--- config.mk ---
export PLATFORM = sky130hd
export DESIGN_NAME = lqr_cell
export DESIGN_NICKNAME = d
export VERILOG_FILES = /design/src/rtl/core/assert_macros.svh /design/src/rtl/core/lqr_pkg.sv /design/src/rtl/core/lqr_cell.sv
export SDC_FILE = /design/constraint.sdc
export NUM_CORES = 2
export LEC_CHECK = 0
export ABC_AREA = 1
export ABC_CLOCK_PERIOD_IN_PS = 1200
export BUFFER_PORTS_ARGS = -buffer_cell sky130_fd_sc_hd__buf_2
export CAP_MARGIN = 10
export CORE_ASPECT_RATIO = 0.9
export CORE_MARGIN = 5
export CORE_UTILIZATION = 50
export DETAILED_ROUTE_END_ITERATION = 10
export PLACE_DENSITY = 0.69
export SKIP_CTS_REPAIR_TIMING = 1
export SLEW_MARGIN = 40
export SYNTH_ARGS = -nofsm -noshare
export SYNTH_HDL_FRONTEND = slang
export SYNTH_SLANG_ARGS = --single-unit
--- constraint.sdc ---
create_clock -name clk -period 1.2 [get_ports clk]
set_input_delay 0.24 -clock clk [delete_from_list [all_inputs] [get_ports clk]]
set_output_delay 0.24 -clock clk [all_outputs]
set_load 0.05 [all_outputs]
--- src/rtl/core/assert_macros.svh ---
// Assertion helpers that sample on the block clock and are disabled during reset.
`ifndef ASSERT_MACROS_SVH
`define ASSERT_MACROS_SVH
`ifndef SYNTHESIS
`define LQR_ASSERT_IMP(label, ante, cons) \
	label: assert property (@(posedge clk) disable iff (!arst_n) (ante) |-> (cons)) \
	else $error("lqr: implication check failed");
`define LQR_ASSERT_DLY(label, ante, dly, cons) \
	label: assert property (@(posedge clk) disable iff (!arst_n) (ante) |-> ##dly (cons)) \
	else $error("lqr: delayed check failed");
`else
`define LQR_ASSERT_IMP(label, ante, cons)
`define LQR_ASSERT_DLY(label, ante, dly, cons)
`endif
`endif

--- src/rtl/core/lqr_pkg.sv ---
`default_nettype none
package lqr_pkg;

	localparam int unsigned MAX_STATES = 4;
	localparam int unsigned MAX_DRIVES = 2;
	localparam int unsigned DATA_W = 32;
	localparam int unsigned GAIN_W = 16;
	localparam int unsigned ERR_W = DATA_W + 1;
	localparam int unsigned SUM_W = 52;
	localparam int unsigned FRAC_DROP = 8;
	localparam int unsigned DRIVE_W = SUM_W - FRAC_DROP;
	localparam int unsigned LIMIT_W = DATA_W - 1;
	localparam int unsigned CFG_W = 64;
	localparam int unsigned ADDR_W = 5;
	localparam int unsigned REG_LSB = 3;
	localparam int unsigned REG_IDX_W = ADDR_W - REG_LSB;

	localparam logic [REG_IDX_W-1:0] REG_GAINS_FIRST = 2'd0;
	localparam logic [REG_IDX_W-1:0] REG_GAINS_SECOND = 2'd1;
	localparam logic [REG_IDX_W-1:0] REG_DRIVE_LIMIT = 2'd2;

	typedef enum logic [1:0] {
		STATUS_OK = 2'd0,
		STATUS_LIMIT_ZERO = 2'd1,
		STATUS_SATURATED = 2'd2
	} status_t;

	typedef logic signed [ERR_W-1:0] err_t;
	typedef logic signed [SUM_W-1:0] sum_t;
	typedef logic [MAX_DRIVES-1:0][GAIN_W-1:0] gain_col_t;

	typedef struct packed {
		logic live;
		logic compute;
		logic limit_zero;
		logic enable;
	} ctrl_t;

	typedef struct packed {
		ctrl_t ctrl;
		err_t [MAX_STATES-1:0] err;
		sum_t [MAX_DRIVES-1:0] sum;
	} bundle_t;

	typedef struct packed {
		logic [MAX_DRIVES-1:0][DATA_W-1:0] drive;
		logic valid;
		logic sat;
		logic enable;
		status_t code;
	} result_t;

endpackage
`default_nettype wire

--- src/rtl/core/lqr_cell.sv ---
`default_nettype none
module lqr_cell
	import lqr_pkg::*;
(
	input wire logic clk,
	input wire logic arst_n,
	input wire bundle_t in_bundle,
	input wire gain_col_t gains,
	output bundle_t out_bundle
);

	logic signed [ERR_W+GAIN_W-1:0] prod [MAX_DRIVES];
	bundle_t nxt;
	bundle_t data_s1;
	logic live_s1;

	always_comb begin
		nxt = in_bundle;
		for (int k = 0; k < MAX_STATES - 1; k++) begin
			nxt.err[k] = in_bundle.err[k+1];
		end
		nxt.err[MAX_STATES-1] = '0;
		for (int d = 0; d < MAX_DRIVES; d++) begin
			prod[d] = $signed(in_bundle.err[0]) * $signed(gains[d]);
			nxt.sum[d] = $signed(in_bundle.sum[d]) + SUM_W'(prod[d]);
		end
	end

	always_ff @(posedge clk or negedge arst_n) begin
		if (!arst_n) begin
			live_s1 <= 1'b0;
		end else begin
			live_s1 <= nxt.ctrl.live;
		end
	end

	always_ff @(posedge clk) begin
		data_s1 <= nxt;
	end

	always_comb begin
		out_bundle = data_s1;
		out_bundle.ctrl.live = live_s1;
	end

endmodule
`default_nettype wire

After elaboration in Yosys (flattened, before gate mapping)
Cells that the tools add are included.
{"block": "op_classes", "n_lt_le_gt_ge": 0, "n_mul": 2, "shift": 0, "n_reduce_logical": 0, "eq_ne": 0, "div_mod_pow": 0, "addsub": 2, "n_bitwise": 0, "mux": 0}
{"operator": "$add A52 B49 Y52", "count": 2}
{"operator": "$mul A33 B16 Y49", "count": 2}
{"block": "totals", "wordCells": 13, "mem_bits_rw": 0, "output_inout_bits": 240, "regBits": 207, "latchBits": 0, "rom_bits": 0, "input_bits": 274, "n_memories": 0}

Longest topological paths before layout
{"block": "depth", "depth_word": 2, "ltp_mapped": 29, "depth_no_buf": 27}

Least setup slack after synthesis
Ideal clock, no wire load.
{"block": "synth_path", "path_kind": "in2reg", "from": "in in_bundle[136] (netlist name)", "to": "reg data_s1, in the netlist out_bundle[49]", "setup_slack_ps": -4424, "path_buffers": 2, "setup_ps": 113, "arrival_time_ps": 5511, "required_ps": 1087, "stages": 22, "cell_sequence": "clkbuf_1 > clkbuf_1 > nand2_1 > fa_1 > inv_1 > fa_1 > inv_1 > fa_1 > inv_1 > fa_1 > inv_1 > fa_1 > fa_1 > inv_1 > ha_1 > nand2_1 > nor2_1 > nand3_1 > nor3_2 > nand2_1 > nand4_1 > nand2_1"}
{"item": "start: declaration", "line": "lqr_cell.sv:7", "text": "input wire bundle_t in_bundle,"}
{"item": "end signal: assignment", "line": "lqr_cell.sv:38", "text": "data_s1 <= nxt;"}
{"item": "end: declaration", "line": "lqr_cell.sv:14", "text": "bundle_t data_s1;"}

==> summary.txt <==
Outcome
  • Status: finished, violations left
  • Failing checks: hold timing, setup timing

Detailed routing
  • Drt drc: 0
  • Routed len/inst: 20.1 um
  • Routed WL: 175000 um
  • Mean number of vias per cell: 5.01
  • 1st-pass router iterations: 6
  • Via count: 43.8k
  • Antenna viol nets, final: 0
  • Initial DRC count: 3712

Synth
  • Async set-reset flop share out of synthesis: 0.483%
  • Post-Syn Instances: 6346
  • Post-synth EDFFs: 0
  • Register bit total from synthesis: 207
  • Library cells used by synthesis: 32
  • YS warnings: 0
  • Seq/Total Area, Yosys: 8.43%
  • Top FF cell, synth: dfxtp_1
  • Mean post-synth cell area: 7.76 um2
  • Mapped Area: 49200 um2

Floorplan
  • Die area: 105000 um2
  • Die X: 341 um
  • Initial Util: 50.3%
  • Core area: 97900 um2
  • I/O pins: 514
  • Row count: 109
  • Chip Height: 308 um

Worst setup path
  • Critical path class: in2reg
  • Slowest cell on the critical path: fa_2
  • Most used cell along the critical path: fa_1
  • Largest fanout on the critical path: 6
  • Crit-path cells: buf_12, clkbuf_16, nand2_1, inv_1, fa_2, buf_6, inv_4, fa_1, inv_1, fa_1, fa_1, fa_1, inv_1, fa_1, inv_1, ha_4, nand2_4, nor2_4, nand2_2, nor3_2, nand4_1, nand4_1, nand2_1
  • Setup crit start kind: input pin
  • Worst Setup End Kind: flop
  • WP data required: 1.66 ns
  • Critical Path AT: 5.50 ns
  • Largest stage delay, worst path: 0.62 ns

Layout
  • Final instance area: 66500 um2
  • Nets@finish: 9117
  • Storage element area: 4150 um2
  • Layout area overhead: 35.0%
  • Fill cells: 7612
  • Footprint of the multi-input gates: 40300 um2
  • Share of post-route cells with drive strength above 1: 29.0%

Timing
  • Crit share post-route: 420%
  • RSZ-0062 raised after global routing: yes
  • Max-slew violations: 0
  • Hold WS: -0.117 ns
  • Setup slack after layout: -3.84 ns
  • Fin crit period: 5.04 ns
  • Hold Vio Cnt, Final: 2
  • Setup TNS: -377.17 ns
  • Final setup fails: 309
  • Highest Clock Rate: 198 MHz

Global route
  • GRT Overall Usage: 29.6%
  • Most used routing layer: met2
  • Met2 Use GR: 47.4%
  • Met3 GRT Util: 5.49%
  • Largest net degree at the start of global routing: 34
  • Total global routing overflow: 0
  • Global-route wire length before repair: 243000 um
  • Vias in the first global route: 44.0k
  • Met1 GRT Util: 41.8%
  • Initial antenna violation count: 8

Placed design
  • Detailed Place HPWL: 134000 um
  • GP Congestion: 0.966
  • Buffers on Ports: 480
  • Dpl cell area: 59400 um2

Hold path
  • Hold EP: out_bundle[0]
  • Hold depth: 2
  • Hold Path Class: in2reg
  • Min-Delay Startpoint: in_bundle[0]

CTS
  • CTS Buf Count: 23
  • Sink Count: 207
  • CTS clk-pin slew, worst paths: 0.08 ns
  • Maximum root-to-sink buffer count: 3
  • # H-tree levels: 1
  • TritonCTS clock tree: yes
  • CTS Root Cell: clkbuf_16

Job
  • Max Cap Viol: 0
==> synth_stat cells, drive strengths merged (9+ instances only) <==
library cell | number | area share (%)
inv | 2064 | 16
fa | 1130 | 46
nand3b | 9 | 0.14
clkbuf | 226 | 1.7
buf | 35 | 0.53
dfxtp | 206 | 8.4
nand2 | 1865 | 14
nor3 | 37 | 0.57
ha | 276 | 7.0
xor2 | 52 | 0.93
a21oi | 78 | 0.82
xnor2 | 13 | 0.23
o21ai | 15 | 0.15
nand4 | 35 | 0.44
nor2 | 205 | 1.8
nand3 | 84 | 0.87
==> state kept, by name (all words and copies together) (netlist names) <==
register	flops
live_s1	1
out_bundle	206
==> cell usage in the layout, fill, tap and decap left out, types with 103 or more instances in the layout <==
cell type and n:
inv_1 1874, nand2_1 1522, fa_1 1062, buf_4 479
buf_2 431, nand2_2 230, dfxtp_1 206, ha_1 182
inv_2 163, buf_12 130, nand2_4 107, dlygate4sd3_1 105
nor2_1 103
==> how the worst max path moves through the flow <==
stage | startpoint | to | slack (ns)
4_1_cts | gains[5] | out_bundle[37] | -3.92
6_report | in_bundle[136] | out_bundle[95] | -3.84
3_5_place_dp | gains[5] | out_bundle[37] | -4.47
3_3_place_gp | gains[1] | out_bundle[16] | -4.44
2_1_floorplan | in_bundle[136] | out_bundle[51] | -3.87
5_1_grt | in_bundle[127] | out_bundle[50] | -3.90
==> per-stage QoR <==
stage | worst slack (ns) | utilization [%] | std cells
after CTS | -3.92 | 61.5 | 8474
after global placement | -4.44 | 60.7 | 8434
after global routing | -3.90 | 67.9 | 8730
after floorplan | -3.87 | - | 6378
after detailed placement | -4.47 | 60.7 | 8434
final | -3.84 | 67.9 | 8732
==> critical path: cells and delay by family <==
family / cells / cell delay [ns]
adder cells (fa/ha/maj): 7 / 3.40
AND/OR/NAND/NOR: 8 / 1.16
buffers and inverters: 8 / 0.69
==> cells by family (layout without fill, tap and decap cells) <==
logic type / Yosys count / count (layout) / synth area share, %
flops: 207 / 207 / 8.43
xor+xnor: 65 / 65 / 1.16
simple gates: 2241 / 2241 / 18.4
fa+ha+maj: 1406 / 1406 / 53.0
compound gates: 101 / 101 / 1.09
other cells: 1 / 37 / 0.00762
buf+inv: 2325 / 3399 / 18.0
==> final cells by class <==
cell class	instances	area share [%]
multi-input cells	3846	60.7
repair buffers	1295	17.7
inverters	2064	11.8
flip-flops and latches	207	6.24
well taps	1276	2.40
clock buffers	28	0.955
clock inverters	12	0.235
diodes	4	0.0151
==> routing by layer <==
layer / wire length [um] / vias up
li1: - / 19600
met1: 67600 / 21600
met3: 20600 / 431
met4: 7850 / 6
met2: 78900 / 2179
met5: 35 / -
Power is not shown: default switching activity piles up to over one toggle a cycle in this logic, so the estimate is an artifact.
