==> src/rtl/core/assert_macros.svh <==
// Assertion helpers that sample on the block clock and are disabled during reset.
`ifndef ASSERT_MACROS_SVH
`define ASSERT_MACROS_SVH
`ifndef SYNTHESIS
`define LQR_ASSERT_IMP(label, ante, cons) \
	label: assert property (@(posedge clk) disable iff (!arst_n) (ante) |-> (cons)) \
	else $error("lqr: implication check failed");
`define LQR_ASSERT_DLY(label, ante, dly, cons) \
	label: assert property (@(posedge clk) disable iff (!arst_n) (ante) |-> ##dly (cons)) \
	else $error("lqr: delayed check failed");
`else
`define LQR_ASSERT_IMP(label, ante, cons)
`define LQR_ASSERT_DLY(label, ante, dly, cons)
`endif
`endif

==> src/rtl/core/lqr_pkg.sv <==
`default_nettype none
package lqr_pkg;

	localparam int unsigned MAX_STATES = 4;
	localparam int unsigned MAX_DRIVES = 2;
	localparam int unsigned DATA_W = 32;
	localparam int unsigned GAIN_W = 16;
	localparam int unsigned ERR_W = DATA_W + 1;
	localparam int unsigned SUM_W = 52;
	localparam int unsigned FRAC_DROP = 8;
	localparam int unsigned DRIVE_W = SUM_W - FRAC_DROP;
	localparam int unsigned LIMIT_W = DATA_W - 1;
	localparam int unsigned CFG_W = 64;
	localparam int unsigned ADDR_W = 5;
	localparam int unsigned REG_LSB = 3;
	localparam int unsigned REG_IDX_W = ADDR_W - REG_LSB;

	localparam logic [REG_IDX_W-1:0] REG_GAINS_FIRST = 2'd0;
	localparam logic [REG_IDX_W-1:0] REG_GAINS_SECOND = 2'd1;
	localparam logic [REG_IDX_W-1:0] REG_DRIVE_LIMIT = 2'd2;

	typedef enum logic [1:0] {
		STATUS_OK = 2'd0,
		STATUS_LIMIT_ZERO = 2'd1,
		STATUS_SATURATED = 2'd2
	} status_t;

	typedef logic signed [ERR_W-1:0] err_t;
	typedef logic signed [SUM_W-1:0] sum_t;
	typedef logic [MAX_DRIVES-1:0][GAIN_W-1:0] gain_col_t;

	typedef struct packed {
		logic live;
		logic compute;
		logic limit_zero;
		logic enable;
	} ctrl_t;

	typedef struct packed {
		ctrl_t ctrl;
		err_t [MAX_STATES-1:0] err;
		sum_t [MAX_DRIVES-1:0] sum;
	} bundle_t;

	typedef struct packed {
		logic [MAX_DRIVES-1:0][DATA_W-1:0] drive;
		logic valid;
		logic sat;
		logic enable;
		status_t code;
	} result_t;

endpackage
`default_nettype wire

==> src/rtl/core/lqr_clamp.sv <==
`default_nettype none
module lqr_clamp
	import lqr_pkg::*;
#(
	parameter int unsigned DRIVE_COUNT = 2
)(
	input wire logic clk,
	input wire logic arst_n,
	input wire bundle_t in_bundle,
	input wire logic [LIMIT_W-1:0] limit,
	output logic done,
	output result_t result
);

	logic signed [SUM_W-1:0] neg_sum [MAX_DRIVES];
	logic signed [DRIVE_W-1:0] floored [MAX_DRIVES];
	logic signed [DRIVE_W-1:0] lim_pos;
	logic signed [DRIVE_W-1:0] lim_neg;
	logic [MAX_DRIVES-1:0] hit;
	result_t nxt;
	result_t result_q;
	logic done_q;

	always_comb begin
		lim_pos = $signed({{(DRIVE_W-LIMIT_W){1'b0}}, limit});
		lim_neg = -lim_pos;
		nxt = '0;
		nxt.enable = in_bundle.ctrl.enable;
		nxt.code = in_bundle.ctrl.limit_zero ? STATUS_LIMIT_ZERO : STATUS_OK;
		for (int d = 0; d < MAX_DRIVES; d++) begin
			neg_sum[d] = -$signed(in_bundle.sum[d]);
			floored[d] = DRIVE_W'(neg_sum[d] >>> FRAC_DROP);
			hit[d] = 1'b0;
			if (d < DRIVE_COUNT && in_bundle.ctrl.compute) begin
				if (floored[d] > lim_pos) begin
					nxt.drive[d] = DATA_W'(lim_pos);
					hit[d] = 1'b1;
				end else if (floored[d] < lim_neg) begin
					nxt.drive[d] = DATA_W'(lim_neg);
					hit[d] = 1'b1;
				end else begin
					nxt.drive[d] = DATA_W'(floored[d]);
				end
			end
		end
		if (in_bundle.ctrl.compute) begin
			nxt.valid = 1'b1;
			nxt.sat = |hit;
			nxt.code = (|hit) ? STATUS_SATURATED : STATUS_OK;
		end
	end

	always_ff @(posedge clk or negedge arst_n) begin
		if (!arst_n) begin
			done_q <= 1'b0;
		end else begin
			done_q <= in_bundle.ctrl.live;
		end
	end

	always_ff @(posedge clk) begin
		result_q <= nxt;
	end

	assign done = done_q;
	assign result = result_q;

endmodule
`default_nettype wire

==> config.mk <==
export PLATFORM = sky130hd
export DESIGN_NAME = lqr_clamp
export DESIGN_NICKNAME = d
export VERILOG_FILES = /design/src/rtl/core/assert_macros.svh /design/src/rtl/core/lqr_pkg.sv /design/src/rtl/core/lqr_clamp.sv
export SDC_FILE = /design/constraint.sdc
export NUM_CORES = 1
export LEC_CHECK = 0
export BUFFER_PORTS_ARGS = -buffer_cell sky130_fd_sc_hd__buf_2
export CAP_MARGIN = 0
export CORE_ASPECT_RATIO = 1.5
export CORE_MARGIN = 4
export CORE_UTILIZATION = 55
export DETAILED_ROUTE_END_ITERATION = 7
export PLACE_DENSITY_LB_ADDON = 0.15
export REMOVE_ABC_BUFFERS = 1
export SETUP_SLACK_MARGIN = 0.2
export SYNTH_ARGS = -nofsm -noshare
export SYNTH_HDL_FRONTEND = slang
export SYNTH_SLANG_ARGS = --single-unit
==> constraint.sdc <==
create_clock -name clk -period 1.2 [get_ports clk]
set_input_delay 0.06 -clock clk [delete_from_list [all_inputs] [get_ports clk]]
set_output_delay 0.06 -clock clk [all_outputs]
set_load 0.03 [all_outputs]
==> results.txt, run 1 <==
----------------------------------------------------
[Yosys]
  Share of the synthesized area in the top cell type ... 0.2083
  Register bit count reported by yosys ... 69
  Share of async-settable or async-resettable flops after synthesis ... 0.01449
  Synthesized netlist cell count ... 1,127
  Yosys cell types ... 69
  Cell type with the largest total area after synthesis ... sky130_fd_sc_hd__ha_1
  Sequential cell area fraction in the yosys report ... 0.1549
  Most instantiated library cell after synthesis ... sky130_fd_sc_hd__ha_1
  Yosys synthesis warning count ... 0
  Synthesized cell area ... 8950 sq um
  Top post-synthesis cells by area ... sky130_fd_sc_hd__ha_1, sky130_fd_sc_hd__dfxtp_1, sky130_fd_sc_hd__xnor2_1
  Post-synth top flop ... sky130_fd_sc_hd__dfxtp_1
  Average instance area after synthesis ... 7.941 sq um
  Most numerous cell types in the synthesized netlist ... sky130_fd_sc_hd__ha_1, sky130_fd_sc_hd__nor2_1, sky130_fd_sc_hd__a21oi_1
  Count of flip-flops with a built-in enable after synthesis ... 0

[Clock tree]
  Max Buffers Root-to-Sink ... 2
  Count of hold-fix buffers inserted at cts ... 4
  # Post-CTS Setup Buffers ... 53
  Library cell used as clock root buffer ... sky130_fd_sc_hd__clkbuf_16
  Number of sinks driven by the clock tree ... 69
  H-tree depth reported by CTS ... 3
  Post-cts gate resize count ... 263
  TritonCTS buffer count ... 9

[Outcome]
  Outcome ... stopped before the end
  Last step reached ... clock tree synthesis
  First error ... [ERROR DPL-0033] detailed placement checks failed during check placement.

[Floorplanning]
  Std-Cell Rows ... 56
  Initial cell density of the core ... 0.5652
  I/O pin total ... 343
  Die span in y ... 164.2 microns
  Floorplan die width ... 112.2 microns

[Placed design]
  Gpl congestion ... 1.025
  IO Port Bufs ... 210
  Worst setup slack after placement ... -3800 ps
  Detailed-placement wirelength estimate ... 30,620 microns

----------------------------------------------------
==> metrics by stage <==
| step | setup TNS [ps] | cell area [sq um] | instances |
|---|---|---|---|
| global placement | -227500 | 13200 | 1894 |
| floorplan | -308620 | 8737 | 1082 |
| detailed placement | -234360 | 13200 | 1894 |
==> kinds of logic after synthesis <==
kind of cell    share of synthesized area
flops                              0.1549
mux                               0.05284
fa+ha+maj                          0.2083
buf+inv                           0.04767
xor+xnor                          0.09492
compound gates                     0.2143
simple gates                       0.2270
==> run 2, diff against run 1 <==
--- a/config.mk
+++ b/config.mk
@@ -7,13 +7,11 @@
 export LEC_CHECK = 0
 export BUFFER_PORTS_ARGS = -buffer_cell sky130_fd_sc_hd__buf_2
 export CAP_MARGIN = 0
-export CORE_ASPECT_RATIO = 1.5
 export CORE_MARGIN = 4
-export CORE_UTILIZATION = 55
+export CORE_UTILIZATION = 40
 export DETAILED_ROUTE_END_ITERATION = 7
 export PLACE_DENSITY_LB_ADDON = 0.15
 export REMOVE_ABC_BUFFERS = 1
-export SETUP_SLACK_MARGIN = 0.2
 export SYNTH_ARGS = -nofsm -noshare
 export SYNTH_HDL_FRONTEND = slang
 export SYNTH_SLANG_ARGS = --single-unit
==> run 2 against run 1 <==
Net effect: the flow now finishes, with violations (negative setup slack); synthesized area did not move; synthesized cell count did not move.
==> results.txt, run 2 <==
----------------------------------------------------
[Drt]
  First drt pass iteration count ... 8
  Post-detailed-route via-to-cell ratio ... 5.762
  Final routed wirelength across all metal layers ... 43,340 microns
  Via count ... 12,000
  Avg WL per Cell ... 20.80 microns
  Drc violations ... 0
  Count of nets left with antenna violations after detail routing ... 0
  Count of routing violations after the opening detailed-route iteration ... 928

[Worst setup path]
  Cell with the largest stage delay on the worst path ... sky130_fd_sc_hd__or3_4
  Max stage delay on crit path ... 450 ps
  Data required time at the worst endpoint ... 1450 ps
  Buf+Inv Stages, Crit Path ... 7
  Maximum fanout along the worst path ... 4
  Crit path arrival time ... 4530 ps
  Kind of start point of the critical path ... primary input
  Most numerous cell on the critical path ... sky130_fd_sc_hd__buf_4
  Category of the worst setup path capture point ... register
  Crit path max-delay family ... compound AO/OA/AOI/OAI gates
  Cell-by-cell trace of the critical path ... buf_8 > nor4_4 > buf_4 > nand4_1 > or3_4 > nor3_4 > buf_6 > buf_4 > xnor2_1 > ha_1 > a21oi_1 > o21ai_1 > a222oi_1 > a21boi_2 > o21ai_1 > buf_4 > a211oi_4 > a211oi_4 > buf_6 > clkbuf_16 > o21ai_2 > a32o_1
  Critical path startpoint ... in_bundle[68]
  Critical Setup Path Class ... in -> reg

[Clock tree]
  Library cell used as clock root buffer ... sky130_fd_sc_hd__clkbuf_16
  TritonCTS buffer count ... 9
  Number of sinks driven by the clock tree ... 69
  Clock slew at reported path FFs ... 70 ps
  H-tree depth reported by CTS ... 3
  Max Buffers Root-to-Sink ... 2
  TritonCTS clock tree ... yes

[Layout]
  Leading cell type in the layout, fill and taps excluded ... sky130_fd_sc_hd__buf_4
  Final cell count without fillers ... 2,083
  Commonest cells after routing, fill and taps aside ... sky130_fd_sc_hd__buf_4, sky130_fd_sc_hd__buf_2, sky130_fd_sc_hd__ha_1, sky130_fd_sc_hd__nor2_1, sky130_fd_sc_hd__dfxtp_1
  Final core area utilization ... 0.7565
  Flip-flop count of the largest register, all copies and words added ... 68
  Total inserted antenna cells ... 0
  Nets@finish ... 2,221
  Area delta synth->final ... 85.04%
  Share of layout cells above drive strength 1 ... 0.5557

[Yosys]
  Synthesized netlist cell count ... 1,127
  Share of async-settable or async-resettable flops after synthesis ... 0.01449
  Cell type with the largest total area after synthesis ... sky130_fd_sc_hd__ha_1
  Yosys cell types ... 69
  Synthesized cell area ... 8950 sq um
  Yosys synthesis warning count ... 0
  Post-synth top flop ... sky130_fd_sc_hd__dfxtp_1
  Sequential cell area fraction in the yosys report ... 0.1549
  Register bit count reported by yosys ... 69
  Share of the synthesized area in the top cell type ... 0.2083
  Top post-synthesis cells by area ... sky130_fd_sc_hd__ha_1, sky130_fd_sc_hd__dfxtp_1, sky130_fd_sc_hd__xnor2_1
  Most numerous cell types in the synthesized netlist ... sky130_fd_sc_hd__ha_1, sky130_fd_sc_hd__nor2_1, sky130_fd_sc_hd__a21oi_1
  Most instantiated library cell after synthesis ... sky130_fd_sc_hd__ha_1
  Count of flip-flops with a built-in enable after synthesis ... 0
  Average instance area after synthesis ... 7.941 sq um

[Global route]
  Via count of the first global-routing pass ... 11,710
  Antenna violations before repair ... 2
  Sum of overflow across all layers after global routing ... 0
  Wire length of the first global-routing pass ... 60,460 microns
  Pin count of the biggest net entering global routing ... 29
  Total routing usage reported by global routing ... 0.3098

[STA]
  Slew headroom ... 0.4924
  Count of endpoints failing hold in the final timing report ... 0
  Worst setup margin ... -3082 ps
  Count of final setup violators ... 65
  Number of max-slew violations in the final report ... 0
  Final critical-path share of the clock period ... 3.568
  Final Critical Period ... 4282 ps
  Worst hold slack across all endpoints ... 33.39 ps
  Setup repair after global routing missed its margin ... yes
  Setup total negative slack ... -190,790 ps
  Transition at the pin with the smallest max-transition slack ... 753.4 ps
  Max frequency ... 233.5 MHz

[Worst hold path]
  Worst min path class ... in -> reg
  Min-delay src ... limit[26]

[Placed design]
  Number of placed cells counting well taps ... 1,992
  Detailed-placement wirelength estimate ... 29,300 microns
  Gpl congestion ... 0.9657
  IO Port Bufs ... 210

[Outcome]
  Outcome ... finished, violations left
  Failing checks ... negative setup slack

[Floorplanning]
  Floorplan die width ... 157.6 microns
  Die Outline Area ... 24,830 sq um
  Initial cell density of the core ... 0.4088
  I/O pin total ... 343
  Die span in y ... 157.6 microns
  Std-Cell Rows ... 54
  CORE AREA ... 21,890 sq um

[Job]
  Max Cap Violations ... 0

[Pwr]
  Leakage dissipation ... 7.751 nW
  P per Cell Area ... 648.8 nW/um^2
  VDD IR max ... 581.0 uV

----------------------------------------------------
[run 2: cell counts after synthesis]
Identical to the previous run, type by type.
[run 2: final cells by class]
type	instances	area, sq um
flip-flops and latches	69	1386
well taps	280	350.3
multi-input cells	956	8865
clock inverters	2	10.01
clock buffers	13	260.3
fillers	1518	5330
inverters	57	214.0
repair buffers	706	5475
[run 2: what timing repair did]
| action | CTS | global route |
|---|---|---|
| hold buffers | 5 | 0 |
| pin swaps | 58 | 113 |
| endpoints found under the setup margin | 65 | 65 |
| resized for setup | 228 | 226 |
| setup buffers | 36 | 29 |
| gates cloned | 9 | 5 |
| hold endpoints to repair | 4 | 0 |
[run 2: cell families after synthesis]
family,share of synthesized area
multiplexers,0.05284
AND/OR/NAND/NOR,0.2270
adder cells (fa/ha/maj),0.2083
AO/OA/AOI/OAI,0.2143
buffers and inverters,0.04767
XOR/XNOR,0.09492
flip-flops,0.1549
[run 2: where the power goes]
part	switching [W]	internal [W]
Clock	0.00116	0.00150
Sequential	0.0000535	0.00247
Combinational	0.00291	0.00264
Total	0.00413	0.00661
[run 2: tightest hold or removal path, cell delays in order]
cell and delay, ps:
sky130_fd_sc_hd__buf_2 100, sky130_fd_sc_hd__o21ai_1 80, sky130_fd_sc_hd__a21oi_2 100
[run 2: path summary, 6_finish.rpt]
path | cells after the start | slack (ps) | to
setup / recovery | 22 | -3080 | result[67]$_SDFF_PN0_
hold / removal | 3 | 30 | result[63]$_SDFF_PN0_
max in group asynchronous | 3 | 560 | done$_DFF_PN0_
min in group asynchronous | 3 | 540 | done$_DFF_PN0_
[run 2: metrics by stage]
stage / setup slack [ps] / cell area [sq um] / power (W)
2_1_floorplan: -5458 / 8737 / 0.004601
6_report: -3082 / 16560 / 0.01074
4_1_cts: -2871 / 15250 / 0.01007
3_3_place_gp: -3876 / 13390 / 0.006682
5_1_grt: -3134 / 16560 / 0.01117
3_5_place_dp: -3807 / 13390 / 0.006730
[run 2: metal layers]
| layer | wire, microns | share of wire | track usage |
|---|---|---|---|
| met1 | 16870 | 0.39 | 0.3840 |
| met4 | 2421 | 0.056 | 0.1147 |
| met2 | 20090 | 0.46 | 0.5347 |
| met3 | 3923 | 0.091 | 0.05905 |
| met5 | 30 | 0.00069 | 0 |
No activity file was read; power rests on OpenSTA's default activity.
